$ cat src/rtl/dpsa_pkg.sv
// Shared types and constants for the dual pool slot allocator.
// Depends on nothing; imported by the top level.
`timescale 1ns / 1ps

package dpsa_pkg;

    // Default pool size and width of the slot fields on the ports
    localparam int SLOTS_DEF = 64;
    localparam int SLOT_W    = 6;

    // Command codes
    localparam logic CMD_ALLOC = 1'b0;
    localparam logic CMD_FREE  = 1'b1;

    // Pool codes
    localparam logic POOL_TEX = 1'b0;
    localparam logic POOL_SHD = 1'b1;

    // Sequencer states
    typedef enum logic [2:0] {
        ST_CLEAR,
        ST_IDLE,
        ST_LOOK,
        ST_SCAN,
        ST_DONE
    } state_t;

endpackage

$ cat src/rtl/dual_pool_slot_allocator.sv
// Dual pool slot allocator: top level with the sequencer and hint registers.
// Depends on dpsa_pkg and dpsa_busy_ram.
//
//   channel  signals                        direction  payload
//   input    in_valid / in_stall            in         command, pool, slot
//   output   out_valid / out_stall          out        ok, granted_slot
//
// A free, or an allocate whose hinted slot is idle, passes from accept
// through ST_LOOK and ST_DONE to the next accept. When the hint misses,
// the search reads the busy store one slot per cycle from slot 0, up to
// the last slot. The single read port of the busy store sets this pace.
// After reset a clearing pass writes all 2 * 2**clog2(SLOTS) store entries
// (128 at 64 slots); no item is taken until it ends.
// A result waits in the output register while out_stall is high; the
// sequencer holds its finished item until that register frees up.
`timescale 1ns / 1ps

module dual_pool_slot_allocator #(
    parameter int SLOTS = dpsa_pkg::SLOTS_DEF
) (
    input  logic                        clk,
    input  logic                        rst_n,
    input  logic                        in_valid,
    output logic                        in_stall,
    input  logic                        command,
    input  logic                        pool,
    input  logic [dpsa_pkg::SLOT_W-1:0] slot,
    output logic                        out_valid,
    input  logic                        out_stall,
    output logic                        ok,
    output logic [dpsa_pkg::SLOT_W-1:0] granted_slot
);

    import dpsa_pkg::*;

    localparam int IDX_W = $clog2(SLOTS);
    localparam int AW    = IDX_W + 1;
    localparam logic [IDX_W-1:0] LAST_IDX = IDX_W'(SLOTS - 1);

    // Control state
    state_t           state_reg, state_next;
    logic [AW-1:0]    clr_reg, clr_next;
    logic [IDX_W-1:0] scan_reg, scan_next;
    logic [IDX_W-1:0] tex_hint_reg, tex_hint_next;
    logic [IDX_W-1:0] shd_hint_reg, shd_hint_next;
    logic             out_valid_reg, out_valid_next;

    // Item payload and result
    logic             cmd_reg, cmd_next;
    logic             pool_reg, pool_next;
    logic [IDX_W-1:0] slot_reg, slot_next;
    logic             range_reg, range_next;
    logic             res_ok_reg, res_ok_next;
    logic [IDX_W-1:0] res_slot_reg, res_slot_next;
    logic             ok_reg, ok_next;
    logic [SLOT_W-1:0] granted_reg, granted_next;

    // Busy store port
    logic          mem_we;
    logic [AW-1:0] mem_waddr;
    logic          mem_wdata;
    logic          mem_re;
    logic [AW-1:0] mem_raddr;
    logic          mem_rdata;

    logic [IDX_W-1:0] in_hint;
    logic [IDX_W-1:0] cur_hint;
    logic [IDX_W-1:0] new_hint;
    logic             hint_we;

    dpsa_busy_ram #(
        .AW (AW)
    ) u_busy_ram (
        .clk   (clk),
        .we    (mem_we),
        .waddr (mem_waddr),
        .wdata (mem_wdata),
        .re    (mem_re),
        .raddr (mem_raddr),
        .rdata (mem_rdata)
    );

    assign in_hint  = (pool == POOL_SHD) ? shd_hint_reg : tex_hint_reg;
    assign cur_hint = (pool_reg == POOL_SHD) ? shd_hint_reg : tex_hint_reg;

    // Sequencer: next state, store accesses and result
    always_comb
    begin
        state_next     = state_reg;
        clr_next       = clr_reg;
        scan_next      = scan_reg;
        out_valid_next = out_valid_reg;
        cmd_next       = cmd_reg;
        pool_next      = pool_reg;
        slot_next      = slot_reg;
        range_next     = range_reg;
        res_ok_next    = res_ok_reg;
        res_slot_next  = res_slot_reg;
        ok_next        = ok_reg;
        granted_next   = granted_reg;
        mem_we         = 1'b0;
        mem_waddr      = {pool_reg, slot_reg};
        mem_wdata      = 1'b0;
        mem_re         = 1'b0;
        mem_raddr      = {pool_reg, slot_reg};
        hint_we        = 1'b0;
        new_hint       = cur_hint;

        // Output register drains independently
        if (out_valid_reg && !out_stall)
        begin
            out_valid_next = 1'b0;
        end

        unique case (state_reg)
            ST_CLEAR:
            begin
                mem_we    = 1'b1;
                mem_waddr = clr_reg;
                mem_wdata = 1'b0;
                clr_next  = clr_reg + 1'b1;
                if (clr_reg == '1)
                begin
                    state_next = ST_IDLE;
                end
            end

            ST_IDLE:
            begin
                if (in_valid)
                begin
                    cmd_next   = command;
                    pool_next  = pool;
                    slot_next  = IDX_W'(slot);
                    range_next = 32'(slot) < 32'(SLOTS);
                    mem_re     = 1'b1;
                    mem_raddr  = {pool, (command == CMD_ALLOC) ? in_hint : IDX_W'(slot)};
                    state_next = ST_LOOK;
                end
            end

            ST_LOOK:
            begin
                if (cmd_reg == CMD_FREE)
                begin
                    // Free: clear a busy slot and hint at it
                    res_slot_next = '0;
                    res_ok_next   = 1'b0;
                    if (range_reg && mem_rdata)
                    begin
                        mem_we      = 1'b1;
                        mem_waddr   = {pool_reg, slot_reg};
                        mem_wdata   = 1'b0;
                        hint_we     = 1'b1;
                        new_hint    = slot_reg;
                        res_ok_next = 1'b1;
                    end
                    state_next = ST_DONE;
                end
                else if (!mem_rdata)
                begin
                    // Hinted slot is idle
                    mem_we        = 1'b1;
                    mem_waddr     = {pool_reg, cur_hint};
                    mem_wdata     = 1'b1;
                    hint_we       = 1'b1;
                    new_hint      = (cur_hint == LAST_IDX) ? '0 : cur_hint + 1'b1;
                    res_ok_next   = 1'b1;
                    res_slot_next = cur_hint;
                    state_next    = ST_DONE;
                end
                else
                begin
                    // Hint missed: search from slot 0
                    scan_next  = '0;
                    mem_re     = 1'b1;
                    mem_raddr  = {pool_reg, {IDX_W{1'b0}}};
                    state_next = ST_SCAN;
                end
            end

            ST_SCAN:
            begin
                if (!mem_rdata)
                begin
                    mem_we        = 1'b1;
                    mem_waddr     = {pool_reg, scan_reg};
                    mem_wdata     = 1'b1;
                    hint_we       = 1'b1;
                    new_hint      = (scan_reg == LAST_IDX) ? '0 : scan_reg + 1'b1;
                    res_ok_next   = 1'b1;
                    res_slot_next = scan_reg;
                    state_next    = ST_DONE;
                end
                else if (scan_reg == LAST_IDX)
                begin
                    // Pool full
                    res_ok_next   = 1'b0;
                    res_slot_next = '0;
                    state_next    = ST_DONE;
                end
                else
                begin
                    scan_next = scan_reg + 1'b1;
                    mem_re    = 1'b1;
                    mem_raddr = {pool_reg, IDX_W'(scan_reg + 1'b1)};
                end
            end

            ST_DONE:
            begin
                if (!out_valid_reg || !out_stall)
                begin
                    out_valid_next = 1'b1;
                    ok_next        = res_ok_reg;
                    granted_next   = SLOT_W'(res_slot_reg);
                    state_next     = ST_IDLE;
                end
            end

            default:
            begin
                state_next = ST_IDLE;
            end
        endcase
    end

    // Hint updates go to the pool of the current item
    always_comb
    begin
        tex_hint_next = tex_hint_reg;
        shd_hint_next = shd_hint_reg;
        if (hint_we)
        begin
            if (pool_reg == POOL_SHD)
            begin
                shd_hint_next = new_hint;
            end
            else
            begin
                tex_hint_next = new_hint;
            end
        end
    end

    // Control registers
    always_ff @(posedge clk or negedge rst_n)
    begin
        if (!rst_n)
        begin
            state_reg     <= ST_CLEAR;
            clr_reg       <= '0;
            scan_reg      <= '0;
            tex_hint_reg  <= '0;
            shd_hint_reg  <= '0;
            out_valid_reg <= 1'b0;
        end
        else
        begin
            state_reg     <= state_next;
            clr_reg       <= clr_next;
            scan_reg      <= scan_next;
            tex_hint_reg  <= tex_hint_next;
            shd_hint_reg  <= shd_hint_next;
            out_valid_reg <= out_valid_next;
        end
    end

    // Payload registers
    always_ff @(posedge clk)
    begin
        cmd_reg      <= cmd_next;
        pool_reg     <= pool_next;
        slot_reg     <= slot_next;
        range_reg    <= range_next;
        res_ok_reg   <= res_ok_next;
        res_slot_reg <= res_slot_next;
        ok_reg       <= ok_next;
        granted_reg  <= granted_next;
    end

    assign in_stall     = (state_reg != ST_IDLE);
    assign out_valid    = out_valid_reg;
    assign ok           = ok_reg;
    assign granted_slot = granted_reg;

endmodule

$ cat src/rtl/dpsa_busy_ram.sv
// Busy bitmap store for both pools: one write port, one read port,
// registered read data. Depends on nothing.
`timescale 1ns / 1ps

module dpsa_busy_ram #(
    parameter int AW = 7
) (
    input  logic          clk,
    input  logic          we,
    input  logic [AW-1:0] waddr,
    input  logic          wdata,
    input  logic          re,
    input  logic [AW-1:0] raddr,
    output logic          rdata
);

    logic mem [2**AW];
    logic rdata_reg;

    // Write and registered read
    always_ff @(posedge clk)
    begin
        if (we)
        begin
            mem[waddr] <= wdata;
        end
        if (re)
        begin
            rdata_reg <= mem[raddr];
        end
    end

    assign rdata = rdata_reg;

endmodule

$ cat config.mk
export PLATFORM = sky130hd
export DESIGN_NAME = dual_pool_slot_allocator
export DESIGN_NICKNAME = d
export VERILOG_FILES = /design/src/rtl/dpsa_pkg.sv /design/src/rtl/dual_pool_slot_allocator.sv /design/src/rtl/dpsa_busy_ram.sv
export SDC_FILE = /design/constraint.sdc
export NUM_CORES = 1
export LEC_CHECK = 0
export ABC_AREA = 1
export BUFFER_PORTS_ARGS = -buffer_cell sky130_fd_sc_hd__buf_2
export CAP_MARGIN = 20
export CORE_ASPECT_RATIO = 0.6
export CORE_MARGIN = 2
export CORE_UTILIZATION = 57
export CTS_CLUSTER_DIAMETER = 150
export DETAILED_ROUTE_END_ITERATION = 12
export GPL_TIMING_DRIVEN = 0
export HOLD_SLACK_MARGIN = 0.1
export PLACE_DENSITY_LB_ADDON = 0.3
export REMOVE_ABC_BUFFERS = 1
export SLEW_MARGIN = 20
export SYNTH_ARGS = -nofsm -noshare
export SYNTH_HDL_FRONTEND = slang
export SYNTH_SLANG_ARGS = --single-unit
$ cat constraint.sdc
create_clock -name clk -period 3 [get_ports clk]
set_clock_uncertainty 0.05 [all_clocks]
set_input_delay 0.3 -clock clk [delete_from_list [all_inputs] [get_ports clk]]
set_output_delay 0.3 -clock clk [all_outputs]
set_load 0.02 [all_outputs]
==> flow_summary.toml <==
[global_route]
grt_pass1_vias = 7159
top_usage_layer = "met1"
use_met1_pct = 49.5
use_met3_pct = 11.2
grtUsageMet2_pct = 43.3
globalRouteOverflowTotal = 0
grt_pass1_wl_mm = 41.3
grt_start_max_net_pins = 71
track_usage_pct = 32.3
antenna_found_initial = 0

[sta]
timing.fmax_mhz = 321
hold_violations = 0
grt_setup_unrepaired = "true"
max_slew.worst_pin.slew_ns = 0.750
period_share_pct = 104
setup_tns_ns = -0.539
slew_headroom_pct = 50.0
drv_slew = 0
finalSetupViolCount = 28
hold_ws_ns = 0.177
fin_crit_ns = 3.11
fin_ws_ns = -0.113

[synth]
synth-async-reset-ratio_pct = 16.1
yosysWarnings = 0
synth_simple_gate_area_share_pct = 28.5
synth_edf_count = 151
synth_compound_area_share_pct = 6.39
synth_top_family_by_area = "simple AND/OR/NAND/NOR gates"
synth_area_um2 = 9390
ys_seq_area_share_pct = 56.0
postSynthAreaPerCell_um2 = 8.84
muxShareOfSynthArea_pct = 0.120
synth_xor_area_share_pct = 0.653
ys.flop_type = "edfxtp_1"
postSynthCellCount = 1063
synth-seq-cells = 180
synthAdderAreaFrac_pct = 0.932
synth_cell_types = 43

[power_and_ir_drop]
vdd_drop_max_mv = 0.592
leakagePower_uw = 0.00481
p_per_area_nw_per_um2 = 1100
p_total_uw = 13000

[routing]
dr.pass1.iters = 6
vias = 8828
via_per_inst = 6.32
drcViolationCount = 0
avgRoutedWirePerCell_um = 23.3
wl_mm = 32.6
drt_iter0_drc = 1180
ant_nets = 0

[final_layout]
fillers = 1109
areaGrowthSynthToFinish_pct = 25.6
layout_common_cells = "nand2_1 (193), edfxtp_1 (151), nor2_1 (142)"
antenna_cells = 0
finalNetCount = 1194
layout_commonest_cell = "nand2_1"
drive_above_1_share_pct = 22.3
largest_reg_flops = 128

[setup_path]
r2r_start = "u_busy_ram.rdata"
r2r_slack_ns = -0.11
path_cells = "inv_2, nor2_8, nand2_4, nand2_4, nand2_8, buf_8, a21oi_4, buf_4, buf_6, nand3_1, nand3_1, nand3_2, nand3_1, nand3_1, nand2_1, nand2_1, nand2_1"
path_class = "flop to flop"
crit_arrival_ns = 3.35
r2r_end = "u_busy_ram.rdata"
crit_top_cell = "nand3_1"
start_kind = "flop"
worst_setup_path_end_kind = "flop"
worstPathMaxFanout = 15
cp_slowest_stage_delay_ns = 0.52
crit_slowest_cell = "edfxtp_1"
crit_required_ns = 3.24
r2r.worst_path.cells = 17

[cts]
root_buffer = "clkbuf_16"
clock-sinks = 180
worstSkewPairLatency_ns = 0.44
clock_path_buffers = 2
cts_buffers = 17
htree_levels = 4
cts_tree = "done"
path_clk_slew_ns = 0.07

[outcome]
failed_checks = "setup timing"
status = "complete, but fails checks"

[min_path]
whs_path_depth = 1
hp-class = "input pin to flop"
hold_start = "pool"
holdPathEnd = "pool_reg"

[floorplanning]
start_util_pct = 58.1
placementRows = 36
die_w_um = 170
die_y_um = 103
io_pins = 21
dieArea_um2 = 17600
core_area_um2 = 16200

[place]
gp_congestion = 0.972
dp_hpwl_mm = 16.4
pre_cts_ws_ns = -1.26
portBuffers = 20

[job]
maxCapViolCount = 0
==> how the worst max path moves through the flow <==
| stage | from | endpoint |
|---|---|---|
| after floorplan | u_busy_ram.rdata | u_busy_ram.rdata |
| after global placement | u_busy_ram.rdata | u_busy_ram.rdata |
| after detailed placement | u_busy_ram.rdata | u_busy_ram.rdata |
| after CTS | state_reg[1] | u_busy_ram.rdata |
| after global routing | scan_reg[0] | u_busy_ram.rdata |
| final | u_busy_ram.rdata | u_busy_ram.rdata |
==> power by group <==
group / internal (µW) / switching, µW / total (µW)
logic: 2370 / 5120 / 7490
registers: 3160 / 188 / 3350
clock network: 1100 / 1080 / 2180
==> worst max-delay path, delay by kind of cell (launching register included) <==
kind / cells / cell delay [ns]
buf+inv: 4 / 0.74
flops: 1 / 0.52
compound gates: 1 / 0.25
simple gates: 12 / 1.38
==> cell usage after synthesis, types with 2 or more instances <==
master	n	area, µm²
a211oi_1	4	30.0
a21oi_1	17	85.1
a21oi_2	4	35.0
a31oi_1	4	25.0
and3_1	3	18.8
buf_2	20	100
buf_6	5	56.3
clkbuf_1	14	52.6
dfrtp_1	29	726
edfxtp_1	151	4530
ha_1	7	87.6
inv_1	120	450
inv_2	6	22.5
nand2_1	221	830
nand2_2	4	25.0
nand2_4	3	33.8
nand3_1	145	726
nand3b_1	32	240
nand4_1	2	12.5
nor2_1	167	627
nor2_2	3	18.8
nor2_4	2	22.5
nor3_1	8	40.0
nor3b_1	2	15.0
o2111ai_1	3	26.3
o211ai_1	8	60.1
o21ai_0	46	230
o22ai_1	9	56.3
o31ai_1	2	15.0
or2_2	3	18.8
xor2_1	7	61.3
==> per-layer routing <==
layer | wire length, µm | share of wire, %
met5 | 0 | 0
met4 | 1170 | 3.6
met3 | 5880 | 18
met2 | 12900 | 40
met1 | 12600 | 39
==> what timing repair did <==
action,CTS,global route
gates resized for setup,32,103
pin swaps,4,24
endpoints found under the setup margin,129,131
endpoints found under the hold margin,37,0
gates cloned,6,15
buffers inserted,7,72
hold buffers,9,0
==> cell type report <==
type / count / area [µm²] / share of cell area (%)
timing repair buffer: 119 / 1100 / 9.32
multi-input combinational: 730 / 4120 / 34.9
tap: 209 / 262 / 2.22
inverter: 127 / 492 / 4.17
clock buffer: 17 / 425 / 3.61
sequential: 180 / 5260 / 44.6
clock inverter: 15 / 140 / 1.19
==> cell families (layout without fill, tap and decap cells) <==
kind of cell / after synthesis / in the layout
AO/OA/AOI/OAI: 102 / 102
AND/OR/NAND/NOR: 598 / 613
flip-flops: 180 / 180
XOR/XNOR: 7 / 7
adder cells (fa/ha/maj): 7 / 7
multiplexers: 1 / 1
buffers and inverters: 168 / 278
==> per-stage QoR <==
| step | cell area (µm²) | util, % | cells |
|---|---|---|---|
| 2_1_floorplan | 9170 | - | 1022 |
| 3_3_place_gp | 9530 | 59.0 | 1251 |
| 3_5_place_dp | 9680 | 59.9 | 1256 |
| 4_1_cts | 10600 | 65.7 | 1310 |
| 5_1_grt | 11800 | 73.0 | 1397 |
| 6_report | 11800 | 73.0 | 1397 |
Power figures use the tool's default switching activity.
